===== src/sv/kmeans_lloyd_clustering_defines.svh =====
// ----------------------------------------------------------------------------
// K-means clustering assertion macros
// Shared property shorthands on clk / rst_n for the block's checks.
// ----------------------------------------------------------------------------
`ifndef KMEANS_LLOYD_CLUSTERING_DEFINES_SVH
`define KMEANS_LLOYD_CLUSTERING_DEFINES_SVH

// same-cycle implication
`define KML_ASSERT_NOW(lbl, ante, cons, msg) \
  lbl: assert property (@(posedge clk) disable iff (!rst_n) (ante) |-> (cons)) \
    else $error(msg);

// next-cycle implication
`define KML_ASSERT_NEXT(lbl, ante, cons, msg) \
  lbl: assert property (@(posedge clk) disable iff (!rst_n) (ante) |=> (cons)) \
    else $error(msg);

`endif


===== src/sv/kml_pkg.sv =====
// ----------------------------------------------------------------------------
// kml_pkg
// Types and codes shared by the K-means clustering block.
// ----------------------------------------------------------------------------
package kml_pkg;

  typedef enum logic [2:0] {
    OP_LOAD_POINT  = 3'd0,
    OP_LOAD_CENTER = 3'd1,
    OP_RUN         = 3'd2,
    OP_READ_ASSIGN = 3'd3,
    OP_READ_CENTER = 3'd4
  } kml_op_t;

  localparam logic [1:0] REG_POINT_COUNT = 2'd0;
  localparam logic [1:0] REG_DIM_COUNT   = 2'd1;
  localparam logic [1:0] REG_CLUST_COUNT = 2'd2;
  localparam logic [1:0] REG_ITER_LIMIT  = 2'd3;

  localparam logic [47:0] TOTAL_MAX = 48'hFFFF_FFFF_FFFF;

  typedef struct packed {
    logic [2:0]         opcode;
    logic [9:0]         item_index;
    logic [3:0]         coord_index;
    logic signed [31:0] coord_value;
  } kml_in_t;

  typedef struct packed {
    logic signed [31:0] read_value;
    logic [15:0]        iterations_run;
    logic [47:0]        total_distance;
    logic               converged;
  } kml_out_t;

  // control broadcast along the row of cluster cells
  typedef struct packed {
    logic        acc_clr;   // clear distance accumulators
    logic        dist_vld;  // pt carries a coordinate for distance
    logic        sum_vld;   // pt carries a coordinate for the selected sum
    logic        cnt_inc;   // count one point into the selected cluster
    logic        sum_clr;   // clear sums and sizes
    logic [31:0] pt;
    logic [7:0]  dim;
    logic [7:0]  sel;
    logic [8:0]  nk;
  } kml_ctl_t;

endpackage


===== src/sv/kml_div.sv =====
// ----------------------------------------------------------------------------
// kml_div
// Radix-2 restoring divider: signed sum by unsigned count, truncated to zero.
// ----------------------------------------------------------------------------
module kml_div import kml_pkg::*; #(
  parameter int SW  = 42,
  parameter int NPW = 11
) (
  input  logic                  clk,
  input  logic                  rst_n,
  input  logic                  start,
  input  logic signed [SW-1:0]  dividend,
  input  logic [NPW-1:0]        divisor,
  output logic                  done,
  output logic signed [31:0]    quotient
);

  localparam int CNTW = $clog2(SW + 1);

  logic            run_r, run_nxt;
  logic            done_r, done_nxt;
  logic [CNTW-1:0] cnt_r, cnt_nxt;
  logic [SW-1:0]   q_r, q_nxt;
  logic [NPW:0]    rem_r, rem_nxt;
  logic [NPW-1:0]  dvs_r, dvs_nxt;
  logic            neg_r, neg_nxt;
  logic [NPW:0]    shifted;

  always_comb begin
    run_nxt  = run_r;
    done_nxt = 1'b0;
    cnt_nxt  = cnt_r;
    q_nxt    = q_r;
    rem_nxt  = rem_r;
    dvs_nxt  = dvs_r;
    neg_nxt  = neg_r;
    shifted  = {rem_r[NPW-1:0], q_r[SW-1]};
    if (start) begin
      run_nxt = 1'b1;
      cnt_nxt = CNTW'(SW);
      q_nxt   = dividend[SW-1] ? SW'(-dividend) : dividend;
      rem_nxt = '0;
      dvs_nxt = divisor;
      neg_nxt = dividend[SW-1];
    end else if (run_r) begin
      // shift in one dividend bit, subtract where it fits
      if (shifted >= {1'b0, dvs_r}) begin
        rem_nxt = shifted - {1'b0, dvs_r};
        q_nxt   = {q_r[SW-2:0], 1'b1};
      end else begin
        rem_nxt = shifted;
        q_nxt   = {q_r[SW-2:0], 1'b0};
      end
      cnt_nxt = cnt_r - 1'b1;
      if (cnt_r == CNTW'(1)) begin
        run_nxt  = 1'b0;
        done_nxt = 1'b1;
      end
    end
  end

  always_ff @(posedge clk) begin
    if (!rst_n) begin
      run_r  <= 1'b0;
      done_r <= 1'b0;
    end else begin
      run_r  <= run_nxt;
      done_r <= done_nxt;
    end
    cnt_r <= cnt_nxt;
    q_r   <= q_nxt;
    rem_r <= rem_nxt;
    dvs_r <= dvs_nxt;
    neg_r <= neg_nxt;
  end

  assign done     = done_r;
  assign quotient = neg_r ? -q_r[31:0] : q_r[31:0];

endmodule


===== config.mk =====
export PLATFORM = sky130hd
export DESIGN_NAME = kml_div
export DESIGN_NICKNAME = d
export VERILOG_FILES = /design/src/sv/kmeans_lloyd_clustering_defines.svh /design/src/sv/kml_pkg.sv /design/src/sv/kml_div.sv
export SDC_FILE = /design/constraint.sdc
export NUM_CORES = 1
export LEC_CHECK = 0
export ABC_CLOCK_PERIOD_IN_PS = 2200
export BUFFER_PORTS_ARGS = -buffer_cell sky130_fd_sc_hd__buf_2
export CAP_MARGIN = 20
export CORE_MARGIN = 2
export CORE_UTILIZATION = 33
export CTS_CLUSTER_DIAMETER = 30
export DETAILED_ROUTE_END_ITERATION = 7
export GPL_TIMING_DRIVEN = 0
export PLACE_DENSITY = 0.51
export REMOVE_ABC_BUFFERS = 1
export SYNTH_ARGS = -nofsm -noshare
export SYNTH_HDL_FRONTEND = slang
export SYNTH_SLANG_ARGS = --single-unit

===== constraint.sdc =====
create_clock -name clk -period 2.2 [get_ports clk]
set_input_delay 0.11 -clock clk [delete_from_list [all_inputs] [get_ports clk]]
set_output_delay 0.11 -clock clk [all_outputs]
set_load 0.005 [all_outputs]

==> out/qor_table.md <==
| Step | Result | Value |
|:---|:---|:---|
| timing | Largest clock skew in the final design | 5.535 ps |
| synth | Gate count after technology mapping | 543 |
| power and ir drop | PwrDens | 669.4 nW/um2 |
| critical path | Crit-path max cell delay | 560 ps |
| detailed routing | Antenna violation net count after detailed routing | 0 |
| floorplan | Initial core utilization | 34.02% |
| cells and area | N_diodes | 0 |
| timing | Slew of the pin with the lowest slew margin | 781.7 ps |
| global route | Total routing resource utilization after global routing | 17.27% |
| synth | Synth Flop Type | sky130_fd_sc_hd__edfxtp_1 |
| timing | Worst setup slack after layout | -662.3 ps |
| critical path | Most frequent CP cell | sky130_fd_sc_hd__or4_4 |
| synth | Area share of the largest cell type after synthesis | 32.55% |
| power and ir drop | Static leakage | 2.681 nW |
| detailed routing | Total Wirelength | 13.96 mm |
| cts | CTS HTree Levels | 3 |
| floorplan | FP Rows | 44 |
| min path | Hold/Removal Path Class | input pin to flip-flop |
| cts | Number of CTS-inserted buffers | 9 |
| flow run | Max Cap Violations | 0 |
| timing | Sum of negative setup slack | -8534 ps |
| critical path | Category of cells accounting for the largest share of critical-path delay | simple AND/OR/NAND/NOR gates |
| place | Pre-CTS setup slack | -762.9 ps |
| outcome | Result of the run | complete, but fails checks |
| floorplan | Die boundary height | 126.9 um |
| cts | Clock-pin slew on the worst setup and hold paths | 60 ps |
| cells and area | Share of cells above drive strength 1 | 32.84% |
| cells and area | Synth-to-layout area growth | 37.85% |
| critical path | Reg-to-reg startpoint | dvs_r[0] |
| global route | Via count of the first global-routing pass | 4364 |
| synth | Warning count from the yosys run | 0 |
| cells and area | Multi-input combinational cell area | 3266 um2 |
| synth | Dominant cell type by area after synthesis | sky130_fd_sc_hd__edfxtp_1 |
| critical path | Cell at the slowest stage of the critical path | sky130_fd_sc_hd__or4_4 |
| floorplan | DIE AREA | 16100 um2 |
| min path | Worst min-delay path startpoint | rst_n |
| synth | Ranking of synthesized cells by instance count | 66 x sky130_fd_sc_hd__nor2_1, 54 x sky130_fd_sc_hd__edfxtp_1, 49 x sky130_fd_sc_hd__a21oi_1 |
| place | Post-detail-place hpwl | 8.779 mm |
| timing | Final critical-path share of the clock period | 130.1% |
| timing | Final hold violation count | 0 |
| synth | Cell variety after synth | 54 |
| floorplan | Core Box Area | 14640 um2 |
| timing | Min Tclk post-route | 2862 ps |
| synth | Async SR Flop Fraction | 0% |
| cells and area | Net count, final | 743 |
| detailed routing | Average via count per standard cell | 5.231 |
| timing | RSZ-0062 raised after global routing | true |
| detailed routing | First-iteration detailed-routing DRC count | 228 |
| cts | Max Root-Sink Buffers | 2 |
| synth | Seq cells post-synth | 73 |
| cells and area | Area taken by flip-flops and latches | 2002 um2 |
| cts | Sink count of the clock tree | 73 |
| place | Gp weighted congestion | 0.8383 |
| cts | Clock latency on the worst-skew pair | 350 ps |
| detailed routing | Total vias in the final route | 4499 |
| critical path | Kind of start point of the critical path | flip-flop |
| timing | Count of final setup violators | 24 |
| critical path | Maximum net fanout on the critical path | 3 |
| timing | Max Transition Viols Final | 0 |
| cts | TritonCTS clock tree | built |
| synth | Cells taking the most area after synthesis | sky130_fd_sc_hd__edfxtp_1 33%, sky130_fd_sc_hd__dfxtp_1 7.6%, sky130_fd_sc_hd__xor2_1 7.0% |
| critical path | Path type of the worst setup path | flip-flop to primary output |
| min path | Hold-critical path depth | 2 |
| cells and area | Fillers | 1395 |
| timing | Post-route worst hold slack | 16.34 ps |
| critical path | Count of buffer and inverter cells on the critical path | 1 |
| power and ir drop | Maximum ir drop on the vdd rail | 0.3223 mV |
| critical path | Worst path cell trace | or4_4, or3_4, or4_4, o31ai_4, xnor2_2, buf_2 |
| global route | Antenna violations before repair | 0 |
| critical path | Worst r2r dst | rem_r[1] |
| min path | Worst Hold End | run_r |
| global route | Wire length of the first global-routing pass | 22.21 mm |
| cts | Library cell used as clock root buffer | sky130_fd_sc_hd__clkbuf_16 |
| detailed routing | Number of DRC violations after detailed routing | 0 |
| critical path | Required time of the critical path | 2090 ps |
| floorplan | Number of top-level pins | 89 |
| global route | Maximum number of pins on one net before global-route repair | 99 |
| critical path | Reg2reg path depth | 10 |
| global route | Leftover overflow at the end of global routing | 0 |
| outcome | Failing checks | negative setup slack |
| synth | Cell with the most instances after synthesis | sky130_fd_sc_hd__nor2_1 |
| timing | Peak clock frequency supported by timing | 349.4 MHz |
| detailed routing | Average wire per standard cell | 16.23 um |
| synth | Post-Synthesis Cell Area | 4982 um2 |
| place | # port buffers | 88 |
| synth | Mean instance size in the synthesized netlist | 9.175 um2 |
| critical path | Crit. End Element | primary output |
| detailed routing | First drt pass iteration count | 5 |
| synth | Post-synthesis sequential area ratio | 40.18% |
| critical path | Crit path arrival time | 2750 ps |
| critical path | FF-to-FF setup slack | -130 ps |
| timing | Slew HR | 47.89% |
| floorplan | Width of the die | 126.9 um |
| synth | EDFF count, synth | 54 |
-- state kept, by name, summed over array words and instances, names as in the netlist --
| signal | cells |
|---|---|
| dvs_r | 11 |
| run_r | 1 |
| done | 1 |
| cnt_r | 6 |
| rem_r | 11 |
| q_r | 42 |
| neg_r | 1 |
-- per-stage QoR --
stage | power [mW] | util (%) | std cells | cell area, um2
floorplan | 2.391 | - | 516 | 4868
global placement | 2.769 | 37.82 | 788 | 5539
detailed placement | 2.792 | 38.11 | 790 | 5580
CTS | 4.549 | 44.76 | 846 | 6555
global route | 4.839 | 46.90 | 860 | 6868
finish | 4.598 | 46.90 | 860 | 6868
-- per-layer routing --
metal,global-route usage [%],vias up,routed length (um)
met4,6.529,0,239
li1,-,2231,-
met1,22.61,2139,6290
met2,28.46,109,6725
met3,3.163,20,705
met5,0,-,0
-- cells in the final DEF (no fill, tap or decap), types with 6 or more instances in the layout --
cell type / synthesis / final
sky130_fd_sc_hd__buf_2: 1 / 87
sky130_fd_sc_hd__nor2_1: 66 / 63
sky130_fd_sc_hd__edfxtp_1: 54 / 54
sky130_fd_sc_hd__a21oi_1: 49 / 48
sky130_fd_sc_hd__xor2_1: 40 / 40
sky130_fd_sc_hd__xnor2_1: 38 / 35
sky130_fd_sc_hd__buf_4: 1 / 33
sky130_fd_sc_hd__nand2_1: 30 / 28
sky130_fd_sc_hd__inv_1: 22 / 21
sky130_fd_sc_hd__dfxtp_1: 19 / 19
sky130_fd_sc_hd__nand2b_1: 14 / 13
sky130_fd_sc_hd__o21ai_0: 14 / 13
sky130_fd_sc_hd__o31ai_1: 17 / 12
sky130_fd_sc_hd__ha_1: 15 / 12
sky130_fd_sc_hd__o21ai_1: 20 / 11
sky130_fd_sc_hd__dlygate4sd3_1: 0 / 11
sky130_fd_sc_hd__clkbuf_16: 0 / 9
sky130_fd_sc_hd__or4_1: 10 / 7
sky130_fd_sc_hd__or3_1: 8 / 7
sky130_fd_sc_hd__nand3_1: 11 / 7
sky130_fd_sc_hd__mux2i_1: 8 / 7
sky130_fd_sc_hd__o21ai_2: 0 / 7
sky130_fd_sc_hd__buf_6: 1 / 7
sky130_fd_sc_hd__nor3_1: 7 / 6
-- repair_timing --
| item | CTS | global route |
|---|---|---|
| hold endpoints to repair | 11 | 0 |
| endpoints found under the setup margin | 95 | 43 |
| resized for setup | 68 | 30 |
| hold buffers | 11 | 0 |
| buffers inserted | 30 | 16 |
| pin swaps | 31 | 23 |
-- layout make-up --
type                    count  area share, %
clock buffers              13          3.644
clock inverters             3         0.5830
inverters                  22          1.202
multi-input cells         421          47.55
flip-flops and latches     73          29.15
well taps                 184          3.352
repair buffers            144          14.52
-- cells by family after synthesis --
kind of cell | count (synthesis) | synth area share, %
and+or+nand+nor | 180 | 18.68
AOI/OAI and AO/OA | 138 | 17.48
xor gates and xnor gates | 78 | 13.71
DFF | 73 | 40.18
buffers and inverters | 49 | 3.943
adders and majority gates | 16 | 4.169
muxes | 9 | 1.833
-- power by group --
| group | switching [mW] | internal, mW |
|---|---|---|
| clock network | 0.593 | 0.907 |
| logic | 0.664 | 0.644 |
| registers | 0.142 | 1.65 |
-- worst max path at each step --
stage | start | end | slack (ps) | cells after the start
floorplan | dvs_r[0] | rem_r[0] | -530 | 8
global placement | q_r[41] | rem_r[0] | -1110 | 9
detailed placement | dividend[4] | q_r[37] | -760 | 7
CTS | q_r[8] | quotient[27] | -670 | 7
global route | q_r[17] | quotient[25] | -740 | 6
finish | q_r[17] | quotient[27] | -660 | 6
-- worst reg2reg max path: cells and delay by family, from the launching register on --
family | cells | cell delay [ps]
adders and majority gates | 2 | 580
and+or+nand+nor | 3 | 520
AOI/OAI and AO/OA | 3 | 500
DFF | 1 | 420
buffers and inverters | 2 | 250
No activity file was read; power rests on OpenSTA's default activity.
